## src/hw/rtl/cfr_pkg.sv

```systemverilog
// Shared types, codes and command byte values for the command frame receiver.
// Depends on nothing; the deframer, the command executor and the top level refer to it by scoped name.
package cfr_pkg;

    // Result status codes.
    typedef enum logic [1:0] {
        ST_ACCEPTED = 2'd0,
        ST_BAD_SUM  = 2'd1,
        ST_ZERO_LEN = 2'd2,
        ST_LINK_LOST = 2'd3
    } t_status;

    // Motor direction codes.
    typedef enum logic [1:0] {
        MOTOR_STOP = 2'd0,
        MOTOR_UP   = 2'd1,
        MOTOR_DOWN = 2'd2
    } t_motor;

    // Action codes reported for an accepted frame.
    typedef enum logic [4:0] {
        ACT_NONE       = 5'd0,
        ACT_RESET      = 5'd1,
        ACT_SHOW       = 5'd2,
        ACT_LED_ON     = 5'd3,
        ACT_LED_OFF    = 5'd4,
        ACT_STREAM_ON  = 5'd5,
        ACT_STREAM_OFF = 5'd6,
        ACT_ZERO_0     = 5'd7,
        ACT_ZERO_1     = 5'd8,
        ACT_CAL_0      = 5'd9,
        ACT_CAL_1      = 5'd10,
        ACT_MOTOR_UP   = 5'd11,
        ACT_MOTOR_DOWN = 5'd12,
        ACT_MOTOR_STOP = 5'd13,
        ACT_TEST       = 5'd14,
        ACT_ALARM      = 5'd15,
        ACT_PLAY       = 5'd16
    } t_action;

    // Command bytes (ASCII letters).
    localparam logic [7:0] CMD_RESET      = 8'h52; // R
    localparam logic [7:0] CMD_SHOW       = 8'h44; // D
    localparam logic [7:0] CMD_LED_ON     = 8'h4C; // L
    localparam logic [7:0] CMD_LED_OFF    = 8'h6C; // l
    localparam logic [7:0] CMD_STREAM_ON  = 8'h53; // S
    localparam logic [7:0] CMD_STREAM_OFF = 8'h73; // s
    localparam logic [7:0] CMD_ZERO_0     = 8'h5A; // Z
    localparam logic [7:0] CMD_ZERO_1     = 8'h7A; // z
    localparam logic [7:0] CMD_CAL_0      = 8'h43; // C
    localparam logic [7:0] CMD_CAL_1      = 8'h63; // c
    localparam logic [7:0] CMD_MOTOR_UP   = 8'h4D; // M
    localparam logic [7:0] CMD_MOTOR_DOWN = 8'h6D; // m
    localparam logic [7:0] CMD_MOTOR_STOP = 8'h78; // x
    localparam logic [7:0] CMD_TEST       = 8'h54; // T
    localparam logic [7:0] CMD_ALARM      = 8'h41; // A
    localparam logic [7:0] CMD_PLAY       = 8'h50; // P

    localparam logic [7:0] HEADER_RESET = 8'd170;
    localparam int         WINDOW_DEPTH = 4;

    // Frame end event from the deframer to the command executor.
    typedef struct packed {
        logic      done;
        t_status   status;
        logic [7:0] cmd;
    } t_frame_evt;

    // One result item.
    typedef struct packed {
        logic      valid;
        t_status   status;
        logic [7:0] command_code;
        t_action   action;
        logic      led_on;
        logic      streaming;
        t_motor    motor_dir;
        logic      motor_ready;
    } t_result;

endpackage

```

## src/hw/rtl/cfr_in_if.sv

```systemverilog
// Request channel of the command frame receiver: valid, ready and one input item.
// Depends on nothing.
interface cfr_in_if;
    logic       valid;
    logic       ready;
    logic       mode;
    logic [7:0] rx_byte;
    logic       link_up;

    modport source (output valid, output mode, output rx_byte, output link_up, input ready);
    modport sink   (input valid, input mode, input rx_byte, input link_up, output ready);
endinterface

```

## src/hw/rtl/cfr_out_if.sv

```systemverilog
// Result channel of the command frame receiver: valid, ready and one result item.
// Depends on nothing.
interface cfr_out_if;
    logic       valid;
    logic       ready;
    logic [1:0] status;
    logic [7:0] command_code;
    logic [4:0] action;
    logic       led_on;
    logic       streaming;
    logic [1:0] motor_dir;
    logic       motor_ready;

    modport source (output valid, output status, output command_code, output action,
                    output led_on, output streaming, output motor_dir, output motor_ready,
                    input ready);
    modport sink   (input valid, input status, input command_code, input action,
                    input led_on, input streaming, input motor_dir, input motor_ready,
                    output ready);
endinterface

```

## src/hw/rtl/cfr_cfg_if.sv

```systemverilog
// Configuration write channel: valid, ready and the header byte to be written.
// Depends on nothing.
interface cfr_cfg_if;
    logic       valid;
    logic       ready;
    logic [7:0] data;

    modport source (output valid, output data, input ready);
    modport sink   (input valid, input data, output ready);
endinterface

```

## src/hw/rtl/cfr_deframer.sv

```systemverilog
// Header hunt, length count and checksum check for received bytes.
// Depends on cfr_pkg for the frame event type and status codes.
module cfr_deframer (
    input  logic                i_clk,
    input  logic                i_rst_n,
    input  logic                i_en,
    input  logic [7:0]          i_rx_byte,
    input  logic [7:0]          i_header,
    output cfr_pkg::t_frame_evt o_evt
);

    logic [cfr_pkg::WINDOW_DEPTH-1:0][7:0] r_window, n_window;
    logic       r_in_payload, n_in_payload;
    logic [7:0] r_frame_length, n_frame_length;
    logic [7:0] r_bytes_seen, n_bytes_seen;
    logic [7:0] r_sum, n_sum;
    logic [7:0] r_cmd, n_cmd;
    logic [8:0] bytes_next;

    assign bytes_next = {1'b0, r_bytes_seen} + 9'd1;

    always_comb begin
        n_window       = r_window;
        n_in_payload   = r_in_payload;
        n_frame_length = r_frame_length;
        n_bytes_seen   = r_bytes_seen;
        n_sum          = r_sum;
        n_cmd          = r_cmd;
        o_evt.done     = 1'b0;
        o_evt.status   = cfr_pkg::ST_ACCEPTED;
        o_evt.cmd      = r_cmd;
        if (r_in_payload) begin
            if (bytes_next >= {1'b0, r_frame_length}) begin
                // Last byte of the frame carries the inverted sum.
                o_evt.done   = 1'b1;
                o_evt.status = (i_rx_byte == ~r_sum) ? cfr_pkg::ST_ACCEPTED
                                                     : cfr_pkg::ST_BAD_SUM;
                n_window     = '0;
                n_in_payload = 1'b0;
                n_bytes_seen = 8'd0;
            end else begin
                n_sum        = r_sum + i_rx_byte;
                n_bytes_seen = bytes_next[7:0];
            end
        end else begin
            n_window = {r_window[2:0], i_rx_byte};
            if (r_window[2] == i_header && r_window[1] == i_header) begin
                n_cmd          = r_window[0];
                n_frame_length = i_rx_byte;
                n_sum          = r_window[0] + i_rx_byte;
                n_bytes_seen   = 8'd0;
                if (i_rx_byte == 8'd0) begin
                    n_window     = '0;
                    o_evt.done   = 1'b1;
                    o_evt.status = cfr_pkg::ST_ZERO_LEN;
                    o_evt.cmd    = r_window[0];
                end else begin
                    n_in_payload = 1'b1;
                end
            end
        end
    end

    always_ff @(posedge i_clk) begin
        if (!i_rst_n) begin
            r_window       <= '0;
            r_in_payload   <= 1'b0;
            r_frame_length <= 8'd0;
            r_bytes_seen   <= 8'd0;
            r_sum          <= 8'd0;
            r_cmd          <= 8'd0;
        end else if (i_en) begin
            r_window       <= n_window;
            r_in_payload   <= n_in_payload;
            r_frame_length <= n_frame_length;
            r_bytes_seen   <= n_bytes_seen;
            r_sum          <= n_sum;
            r_cmd          <= n_cmd;
        end
    end

    // The count never reaches the length while a payload is open.
    a_count_below_len: assert property (@(posedge i_clk) disable iff (!i_rst_n)
        r_in_payload |-> (r_bytes_seen < r_frame_length))
        else $error("payload count reached frame length");

    // Outside a payload the count rests at zero.
    a_count_idle: assert property (@(posedge i_clk) disable iff (!i_rst_n)
        !r_in_payload |-> (r_bytes_seen == 8'd0))
        else $error("byte count not cleared while hunting");

    // Any frame end leaves an empty window and hunting mode behind.
    a_window_cleared: assert property (@(posedge i_clk) disable iff (!i_rst_n)
        (i_en && o_evt.done) |=> (r_window == '0 && !r_in_payload))
        else $error("window not cleared after frame end");

endmodule

```

## src/hw/rtl/cfr_cmd_exec.sv

```systemverilog
// Command decode, device flags and link-loss handling; forms the result item.
// Depends on cfr_pkg for the codes, command bytes and the event and result types.
module cfr_cmd_exec (
    input  logic                i_clk,
    input  logic                i_rst_n,
    input  logic                i_frame_en,
    input  cfr_pkg::t_frame_evt i_evt,
    input  logic                i_link_en,
    input  logic                i_link_up,
    output cfr_pkg::t_result    o_result
);

    logic             r_led, n_led;
    logic             r_stream, n_stream;
    cfr_pkg::t_motor  r_motor, n_motor;
    logic             r_ready, n_ready;
    logic             r_link;
    cfr_pkg::t_action act;
    logic             fell;
    logic             frame_end;

    assign fell      = i_link_en && r_link && !i_link_up;
    assign frame_end = i_frame_en && i_evt.done;

    always_comb begin
        n_led    = r_led;
        n_stream = r_stream;
        n_motor  = r_motor;
        n_ready  = r_ready;
        act      = cfr_pkg::ACT_NONE;
        if (frame_end && i_evt.status == cfr_pkg::ST_ACCEPTED) begin
            case (i_evt.cmd)
                cfr_pkg::CMD_RESET:      act = cfr_pkg::ACT_RESET;
                cfr_pkg::CMD_SHOW:       act = r_stream ? cfr_pkg::ACT_NONE
                                                        : cfr_pkg::ACT_SHOW;
                cfr_pkg::CMD_LED_ON: begin
                    n_led = 1'b1;
                    act   = cfr_pkg::ACT_LED_ON;
                end
                cfr_pkg::CMD_LED_OFF: begin
                    n_led = 1'b0;
                    act   = cfr_pkg::ACT_LED_OFF;
                end
                cfr_pkg::CMD_STREAM_ON: begin
                    n_stream = 1'b1;
                    n_ready  = 1'b0;
                    act      = cfr_pkg::ACT_STREAM_ON;
                end
                cfr_pkg::CMD_STREAM_OFF: begin
                    n_stream = 1'b0;
                    n_ready  = 1'b1;
                    act      = cfr_pkg::ACT_STREAM_OFF;
                end
                cfr_pkg::CMD_ZERO_0:     act = cfr_pkg::ACT_ZERO_0;
                cfr_pkg::CMD_ZERO_1:     act = cfr_pkg::ACT_ZERO_1;
                cfr_pkg::CMD_CAL_0:      act = cfr_pkg::ACT_CAL_0;
                cfr_pkg::CMD_CAL_1:      act = cfr_pkg::ACT_CAL_1;
                cfr_pkg::CMD_MOTOR_UP: begin
                    n_motor = cfr_pkg::MOTOR_UP;
                    act     = cfr_pkg::ACT_MOTOR_UP;
                end
                cfr_pkg::CMD_MOTOR_DOWN: begin
                    n_motor = cfr_pkg::MOTOR_DOWN;
                    act     = cfr_pkg::ACT_MOTOR_DOWN;
                end
                cfr_pkg::CMD_MOTOR_STOP: begin
                    n_motor = cfr_pkg::MOTOR_STOP;
                    act     = cfr_pkg::ACT_MOTOR_STOP;
                end
                cfr_pkg::CMD_TEST: begin
                    n_motor = cfr_pkg::MOTOR_STOP;
                    act     = cfr_pkg::ACT_TEST;
                end
                cfr_pkg::CMD_ALARM:      act = cfr_pkg::ACT_ALARM;
                cfr_pkg::CMD_PLAY:       act = cfr_pkg::ACT_PLAY;
                default:                 act = cfr_pkg::ACT_NONE;
            endcase
        end
        if (fell) begin
            n_led    = 1'b0;
            n_stream = 1'b0;
            n_motor  = cfr_pkg::MOTOR_STOP;
        end
    end

    always_comb begin
        o_result.valid        = frame_end || fell;
        o_result.status       = fell ? cfr_pkg::ST_LINK_LOST : i_evt.status;
        o_result.command_code = fell ? 8'd0 : i_evt.cmd;
        o_result.action       = act;
        o_result.led_on       = n_led;
        o_result.streaming    = n_stream;
        o_result.motor_dir    = n_motor;
        o_result.motor_ready  = n_ready;
    end

    always_ff @(posedge i_clk) begin
        if (!i_rst_n) begin
            r_led    <= 1'b0;
            r_stream <= 1'b0;
            r_motor  <= cfr_pkg::MOTOR_STOP;
            r_ready  <= 1'b0;
            r_link   <= 1'b0;
        end else begin
            r_led    <= n_led;
            r_stream <= n_stream;
            r_motor  <= n_motor;
            r_ready  <= n_ready;
            if (i_link_en) begin
                r_link <= i_link_up;
            end
        end
    end

endmodule

```

## src/hw/rtl/command_frame_receiver.sv

```systemverilog
// Top level of the command frame receiver: input register, deframer, command
// executor and result register. Depends on cfr_pkg and the three channel interfaces.
//
// The block takes one request per clock cycle, each either a received serial byte
// (mode 0) or a sample of the link-connected level (mode 1). Bytes pass through a
// four-byte window; two header bytes in a row followed by a command byte and a
// non-zero length byte open a frame, and the last of the length's worth of bytes
// that follow must be the inverted 8-bit sum of command, length and the bytes in
// between. A frame end yields one result: accepted (with the decoded action and the
// updated LED, streaming, motor and ready flags), bad checksum, or zero length.
// A fall of the link level yields a link-lost result that stops streaming and the
// motor and turns the LED off; other requests yield no result. Throughput is one
// request per cycle while the result register is empty or being collected; a
// request is held in the input register and its result in the result register,
// from which it is presented. Requests are still taken while a result waits to be
// collected, until the input register is also occupied. The header byte is
// written through the configuration channel, which is always ready, and should
// only be written while the block is idle.
module command_frame_receiver (
    input  logic        i_clk,
    input  logic        i_rst_n,
    cfr_in_if.sink      i_req,
    cfr_out_if.source   o_res,
    cfr_cfg_if.sink     i_cfg
);

    // Input register.
    logic       r_in_valid;
    logic       r_in_mode;
    logic [7:0] r_in_byte;
    logic       r_in_link;

    // Result register.
    logic             r_out_valid;
    cfr_pkg::t_result r_out;

    logic [7:0] r_header;

    logic                advance;
    cfr_pkg::t_frame_evt evt;
    cfr_pkg::t_result    result;

    // The processing stage moves whenever the result register can take its output.
    assign advance     = r_in_valid && (!r_out_valid || o_res.ready);
    assign i_req.ready = !r_in_valid || advance;
    assign i_cfg.ready = 1'b1;

    always_ff @(posedge i_clk) begin
        if (!i_rst_n) begin
            r_header <= cfr_pkg::HEADER_RESET;
        end else if (i_cfg.valid) begin
            r_header <= i_cfg.data;
        end
    end

    always_ff @(posedge i_clk) begin
        if (!i_rst_n) begin
            r_in_valid <= 1'b0;
        end else if (i_req.ready) begin
            r_in_valid <= i_req.valid;
        end
    end

    always_ff @(posedge i_clk) begin
        if (i_req.ready && i_req.valid) begin
            r_in_mode <= i_req.mode;
            r_in_byte <= i_req.rx_byte;
            r_in_link <= i_req.link_up;
        end
    end

    cfr_deframer u_deframer (
        .i_clk     (i_clk),
        .i_rst_n   (i_rst_n),
        .i_en      (advance && !r_in_mode),
        .i_rx_byte (r_in_byte),
        .i_header  (r_header),
        .o_evt     (evt)
    );

    cfr_cmd_exec u_cmd_exec (
        .i_clk      (i_clk),
        .i_rst_n    (i_rst_n),
        .i_frame_en (advance && !r_in_mode),
        .i_evt      (evt),
        .i_link_en  (advance && r_in_mode),
        .i_link_up  (r_in_link),
        .o_result   (result)
    );

    // A stage that advances without a result leaves the register empty, since the
    // previous result was either absent or taken in this cycle.
    always_ff @(posedge i_clk) begin
        if (!i_rst_n) begin
            r_out_valid <= 1'b0;
        end else if (advance) begin
            r_out_valid <= result.valid;
        end else if (o_res.ready) begin
            r_out_valid <= 1'b0;
        end
    end

    always_ff @(posedge i_clk) begin
        if (advance && result.valid) begin
            r_out <= result;
        end
    end

    assign o_res.valid        = r_out_valid;
    assign o_res.status       = r_out.status;
    assign o_res.command_code = r_out.command_code;
    assign o_res.action       = r_out.action;
    assign o_res.led_on       = r_out.led_on;
    assign o_res.streaming    = r_out.streaming;
    assign o_res.motor_dir    = r_out.motor_dir;
    assign o_res.motor_ready  = r_out.motor_ready;

    // A waiting result is never overwritten by the processing stage.
    a_no_overwrite: assert property (@(posedge i_clk) disable iff (!i_rst_n)
        (r_out_valid && !o_res.ready) |-> !advance)
        else $error("result register overwritten while waiting");

    // Only an accepted frame carries an action.
    a_action_only_accepted: assert property (@(posedge i_clk) disable iff (!i_rst_n)
        (r_out_valid && r_out.status != cfr_pkg::ST_ACCEPTED)
            |-> (r_out.action == cfr_pkg::ACT_NONE))
        else $error("action reported on a rejected frame");

    // A link-lost result always shows the LED off, streaming stopped and motor stopped.
    a_link_lost_flags: assert property (@(posedge i_clk) disable iff (!i_rst_n)
        (r_out_valid && r_out.status == cfr_pkg::ST_LINK_LOST)
            |-> (!r_out.led_on && !r_out.streaming && r_out.motor_dir == cfr_pkg::MOTOR_STOP))
        else $error("link loss did not clear the device flags");

endmodule
```

## src/flat_wrapper.sv

```systemverilog
// flat-port wrapper written by rule: the top's interface ports become plain ports
module command_frame_receiver_flat 
  (i_clk, i_rst_n, i_req_valid, i_req_mode, i_req_rx_byte, i_req_link_up, i_req_ready, o_res_valid, o_res_status, o_res_command_code, o_res_action, o_res_led_on, o_res_streaming, o_res_motor_dir, o_res_motor_ready, o_res_ready, i_cfg_valid, i_cfg_data, i_cfg_ready);
  cfr_in_if i_req_i ();
  cfr_out_if o_res_i ();
  cfr_cfg_if i_cfg_i ();
  input  logic i_clk;
  input  logic i_rst_n;
  input wire logic [$bits(i_req_i.valid)-1:0] i_req_valid;
  input wire logic [$bits(i_req_i.mode)-1:0] i_req_mode;
  input wire logic [$bits(i_req_i.rx_byte)-1:0] i_req_rx_byte;
  input wire logic [$bits(i_req_i.link_up)-1:0] i_req_link_up;
  output wire logic [$bits(i_req_i.ready)-1:0] i_req_ready;
  output wire logic [$bits(o_res_i.valid)-1:0] o_res_valid;
  output wire logic [$bits(o_res_i.status)-1:0] o_res_status;
  output wire logic [$bits(o_res_i.command_code)-1:0] o_res_command_code;
  output wire logic [$bits(o_res_i.action)-1:0] o_res_action;
  output wire logic [$bits(o_res_i.led_on)-1:0] o_res_led_on;
  output wire logic [$bits(o_res_i.streaming)-1:0] o_res_streaming;
  output wire logic [$bits(o_res_i.motor_dir)-1:0] o_res_motor_dir;
  output wire logic [$bits(o_res_i.motor_ready)-1:0] o_res_motor_ready;
  input wire logic [$bits(o_res_i.ready)-1:0] o_res_ready;
  input wire logic [$bits(i_cfg_i.valid)-1:0] i_cfg_valid;
  input wire logic [$bits(i_cfg_i.data)-1:0] i_cfg_data;
  output wire logic [$bits(i_cfg_i.ready)-1:0] i_cfg_ready;
  assign i_req_i.valid = i_req_valid;
  assign i_req_i.mode = i_req_mode;
  assign i_req_i.rx_byte = i_req_rx_byte;
  assign i_req_i.link_up = i_req_link_up;
  assign i_req_ready = i_req_i.ready;
  assign o_res_valid = o_res_i.valid;
  assign o_res_status = o_res_i.status;
  assign o_res_command_code = o_res_i.command_code;
  assign o_res_action = o_res_i.action;
  assign o_res_led_on = o_res_i.led_on;
  assign o_res_streaming = o_res_i.streaming;
  assign o_res_motor_dir = o_res_i.motor_dir;
  assign o_res_motor_ready = o_res_i.motor_ready;
  assign o_res_i.ready = o_res_ready;
  assign i_cfg_i.valid = i_cfg_valid;
  assign i_cfg_i.data = i_cfg_data;
  assign i_cfg_ready = i_cfg_i.ready;
  command_frame_receiver u_core (.i_clk(i_clk), .i_rst_n(i_rst_n), .i_req(i_req_i), .o_res(o_res_i), .i_cfg(i_cfg_i));
endmodule
```

## config.mk

```make
export PLATFORM = sky130hd
export DESIGN_NAME = command_frame_receiver_flat
export DESIGN_NICKNAME = d
export VERILOG_FILES = /design/src/hw/rtl/cfr_pkg.sv /design/src/hw/rtl/cfr_in_if.sv /design/src/hw/rtl/cfr_out_if.sv /design/src/hw/rtl/cfr_cfg_if.sv /design/src/hw/rtl/cfr_deframer.sv /design/src/hw/rtl/cfr_cmd_exec.sv /design/src/hw/rtl/command_frame_receiver.sv /design/src/flat_wrapper.sv
export SDC_FILE = /design/constraint.sdc
export NUM_CORES = 1
export LEC_CHECK = 0
export BUFFER_PORTS_ARGS = -buffer_cell sky130_fd_sc_hd__clkbuf_2
export CAP_MARGIN = 20
export CORE_MARGIN = 5
export CORE_UTILIZATION = 30
export CTS_CLUSTER_SIZE = 16
export DETAILED_ROUTE_END_ITERATION = 8
export PLACE_DENSITY = 0.5
export REMOVE_ABC_BUFFERS = 1
export SETUP_SLACK_MARGIN = 0.2
export SYNTH_ARGS = -nofsm -noshare
export SYNTH_HDL_FRONTEND = slang
export SYNTH_HIERARCHICAL = 1
export SYNTH_SLANG_ARGS = --single-unit
```

## constraint.sdc

```tcl
create_clock -name i_clk -period 4.3 [get_ports i_clk]
set_input_delay 0.86 -clock i_clk [delete_from_list [all_inputs] [get_ports i_clk]]
set_output_delay 0.86 -clock i_clk [all_outputs]
set_load 0.01 [all_outputs]
```

==> results.py <==
metrics = {
    "yosys": {
        "syn-instance-count": 544,
        "ys.flop_type": "dfxtp_1",
        "synthAdderAreaFrac_pct": 4.13,
        "ys_seq_area_share_pct": 44.3,
        "synthTopCellsByArea": "dfxtp_1 (27%), edfxtp_1 (17%), nand2_1 (4.9%), a22o_1 (3.8%), ha_1 (3.8%)",
        "synthSimpleGateAreaFrac_pct": 22.4,
        "synth-compound-area-share_pct": 15.8,
        "synthesis.area_mm2": 0.00534,
        "ys_warn_count": 6,
        "synth_seq_cells": 103,
        "synthXorXnorAreaFrac_pct": 2.46,
        "synth_edf_count": 30,
        "synth_top_family_by_area": "simple AND/OR/NAND/NOR gates",
        "synth_top_cell_area_share_pct": 27.4,
        "synthMuxAreaShare_pct": 5.58,
        "synth_cell_types": 83,
        "synth_top_cell_by_area": "dfxtp_1",
        "synthArstFlopShare_pct": 0,
        "avgSynthCellArea_um2": 9.81,
    },
    "die": {
        "start_util_pct": 30.7,
        "pin_count": 46,
        "num_rows": 48,
        "core_mm2": 0.0174,
        "die_area_mm2": 0.0206,
        "die_w_um": 143,
        "die_h_um": 143,
    },
    "power_and_ir_drop": {
        "p_int_w": 0.00146,
        "p_sw_w": 0.000471,
        "p_per_area_mw_per_mm2": 323,
        "power.leakage_nw": 2.28,
        "p_comb_share_pct": 5.1,
        "peakVddDrop_uv": 179,
        "p_seq_share_pct": 53.4,
        "p_sw_share_pct": 24.3,
        "pwr-share-clk_pct": 41.4,
    },
    "sta": {
        "fmax_ghz": 0.273,
        "slew_headroom_pct": 36.3,
        "slew_violations": 0,
        "finalCriticalPeriod_ns": 3.66,
        "finalWorstSetupSlack_ns": 0.641,
        "timing.final.crit_share_pct": 85.1,
        "rsz0062_at_grt": "no",
        "setup_viol": 0,
        "fin_tns_setup_ns": 0,
        "worst_pin_slew_ns": 0.950,
        "hold_viol": 0,
        "finalClockSkew_ns": 0.0112,
    },
    "worst_hold_path": {
        "holdPathStages": 2,
        "hold_start": "u_core/u_deframer/r_cmd[7]",
        "worst_hold_path.endpoint": "u_core/u_deframer/r_cmd[7]",
        "min_path_type": "reg2reg",
    },
    "clock_network": {
        "post_cts_buffers": 0,
        "cts-resized-gates": 0,
        "cts.clk_slew.worst_paths_ns": 0.08,
        "root_buffer": "clkbuf_16",
        "h-tree-depth": 3,
        "cts_buffer_depth": 2,
        "clock_latency_ns": 0.36,
        "cts.sinks": 103,
        "cts_tree": "yes",
        "cts-hold-fix-buffers": 0,
        "numCtsBuffers": 9,
    },
    "drt": {
        "drt-initial-drc-count": 372,
        "drt_pass1_iterations": 4,
        "num_vias": 4122,
        "wire_per_inst_um": 15.7,
        "ant_nets": 0,
        "drcViolationCount": 0,
        "finalWirelength_um": 12700,
        "drt-vias-per-instance": 5.11,
    },
    "grt": {
        "grt_pass1_vias": 4114,
        "grt.overflow.total": 0,
        "antenna_found_initial": 0,
        "grt_max_degree": 32,
        "grt_usage_pct": 12.7,
        "grt_pass1_wl_um": 21000,
    },
    "cells_and_area": {
        "drive_gt1_share_pct": 19.6,
        "fill_cells": 1767,
        "design_area_mm2": 0.00598,
        "fin_cells": 807,
        "insertedDiodeCount": 0,
        "area_growth_pct": 12.0,
        "layout.nets": 617,
    },
    "placement": {
        "dp.cells": 791,
        "io_buffers": 44,
        "pre_cts_slack_ns": 0.660,
        "dp_hpwl_um": 9080,
        "gp_congestion": 0.887,
        "placed_cell_area_mm2": 0.00569,
    },
    "critical_path": {
        "required_ns": 4.40,
        "crit_path_start_kind": "flip-flop",
        "r2r-start": "u_core/u_deframer/r_bytes_seen[2]",
        "timing.rr.end": "u_core/o_res.streaming",
        "worstSetupPathType": "reg2reg",
        "r2r_setup_slack_ns": 0.64,
        "worst-r2r-cell-count": 12,
        "path_max_fanout": 6,
        "crit_arrival_ns": 3.76,
        "crit_path_end_kind": "flip-flop",
    },
    "outcome": {
        "status": "finished, final reports clean",
    },
    "flow_run": {
        "drv_cap": 0,
    },
}
-- cell usage after synthesis (3+ instances only) --
cell / count
mux2i_1: 14
or2_2: 6
nor3_1: 11
inv_1: 16
nor3b_1: 3
a22o_1: 23
nand3_1: 11
nor2b_1: 12
and2_1: 12
o22ai_1: 4
nand2_1: 69
xnor2_1: 13
nor2_1: 28
ha_1: 16
a31oi_1: 3
and3_1: 11
a21oi_1: 35
buf_6: 5
clkbuf_1: 9
nand2b_1: 6
o21ai_0: 19
o21bai_1: 4
a21boi_0: 3
mux2_2: 14
nor4_1: 4
dfxtp_1: 73
a22oi_1: 3
nor3_2: 3
nand4_1: 3
edfxtp_1: 30
buf_4: 12
-- how the worst max path moves through the flow --
stage                     cells past startpoint  slack, ns                     end                               from
final                                        12       0.64  u_core/o_res.streaming  u_core/u_deframer/r_bytes_seen[2]
after global routing                         15       0.36     u_core/o_res.led_on  u_core/u_deframer/r_bytes_seen[0]
after CTS                                    12       0.66  u_core/o_res.streaming  u_core/u_deframer/r_bytes_seen[2]
after detailed placement                     13       0.66     u_core/o_res.led_on  u_core/u_deframer/r_bytes_seen[2]
after global placement                       13       0.73     u_core/o_res.led_on  u_core/u_deframer/r_bytes_seen[2]
after floorplan                              12       0.63  u_core/o_res.action[0]  u_core/u_deframer/r_bytes_seen[2]
-- sequential cells by signal (all words and copies together) (netlist names), 2 cells and up --
| name | flops |
|---|---|
| u_core/u_deframer/r_window | 24 |
| u_core/r_in_byte | 8 |
| u_core/u_deframer/r_frame_length | 8 |
| u_core/o_res.command_code | 8 |
| u_core/u_deframer/r_bytes_seen | 8 |
| u_core/u_cmd_exec/r_motor | 2 |
| u_core/u_deframer/r_cmd | 8 |
| u_core/o_res.status | 2 |
| u_core/u_deframer/r_sum | 8 |
| u_core/r_header | 8 |
| u_core/o_res.motor_dir | 2 |
| u_core/o_res.action | 5 |
-- layout by cell type, fill, tap and decap left out, types with 16 or more instances in the layout --
cell      instances
a21oi_1          35
a22o_1           23
clkbuf_2         44
dfxtp_1          73
edfxtp_1         30
ha_1             16
inv_1            16
nand2_1          69
nor2_1           28
o21ai_0          19
-- area by class of cell --
| class | count | area [um2] | share of cell area, % |
|---|---|---|---|
| Multi-Input combinational cell | 394 | 2700 | 45.1 |
| Clock inverter | 7 | 63.8 | 1.07 |
| Clock buffer | 9 | 225 | 3.77 |
| Timing Repair Buffer | 53 | 288 | 4.81 |
| Inverter | 16 | 60.1 | 1.00 |
| Tap cell | 225 | 282 | 4.71 |
| Sequential cell | 103 | 2360 | 39.5 |
-- critical path, cell delays in order (launching register included) --
cell and delay, ns:
dfxtp_1 0.40, nand3_1 0.13, or2_2 0.33, and2_1 0.17
or2_2 0.29, ha_1 0.29, o2111a_1 0.33, a2111o_1 0.52
o21a_1 0.17, and4bb_2 0.28, nand4_1 0.15, mux2i_1 0.26
nor2_1 0.07
-- power by group through the flow --
stage / Sequential [W] / Clock, W / Combinational, W
floorplan: 0.00105 / 0 / 0.0000635
global placement: 0.00105 / 0 / 0.0000977
detailed placement: 0.00106 / 0 / 0.0000996
CTS: 0.00103 / 0.000825 / 0.000100
global route: 0.00104 / 0.000868 / 0.000111
finish: 0.00103 / 0.000801 / 0.0000988
-- through the flow --
| step | hold slack (ns) | util (%) | power [W] |
|---|---|---|---|
| finish | 0.454 | 34.4 | 0.00193 |
| detailed placement | 0.442 | 32.8 | 0.00116 |
| global placement | 0.437 | 32.8 | 0.00115 |
| CTS | 0.454 | 34.4 | 0.00196 |
| floorplan | 0.429 | - | 0.00111 |
| global route | 0.469 | 34.4 | 0.00201 |
-- logic make-up (layout without fill, tap and decap cells) --
kind of cell / Yosys count / after routing
xor+xnor: 15 / 15
simple gates: 212 / 212
other cells: 1 / 1
mux: 28 / 28
flops: 103 / 103
buf+inv: 47 / 85
compound gates: 121 / 121
fa+ha+maj: 17 / 17
-- metal layers --
layer | vias to the layer above | wire length, um | GRT usage, %
met4 | 0 | 192 | 3.47
met1 | 1993 | 5750 | 16.3
li1 | 2028 | - | -
met2 | 86 | 6100 | 20.9
met3 | 15 | 635 | 3.63
met5 | - | 0 | 0
No activity file was read; power rests on OpenSTA's default activity.
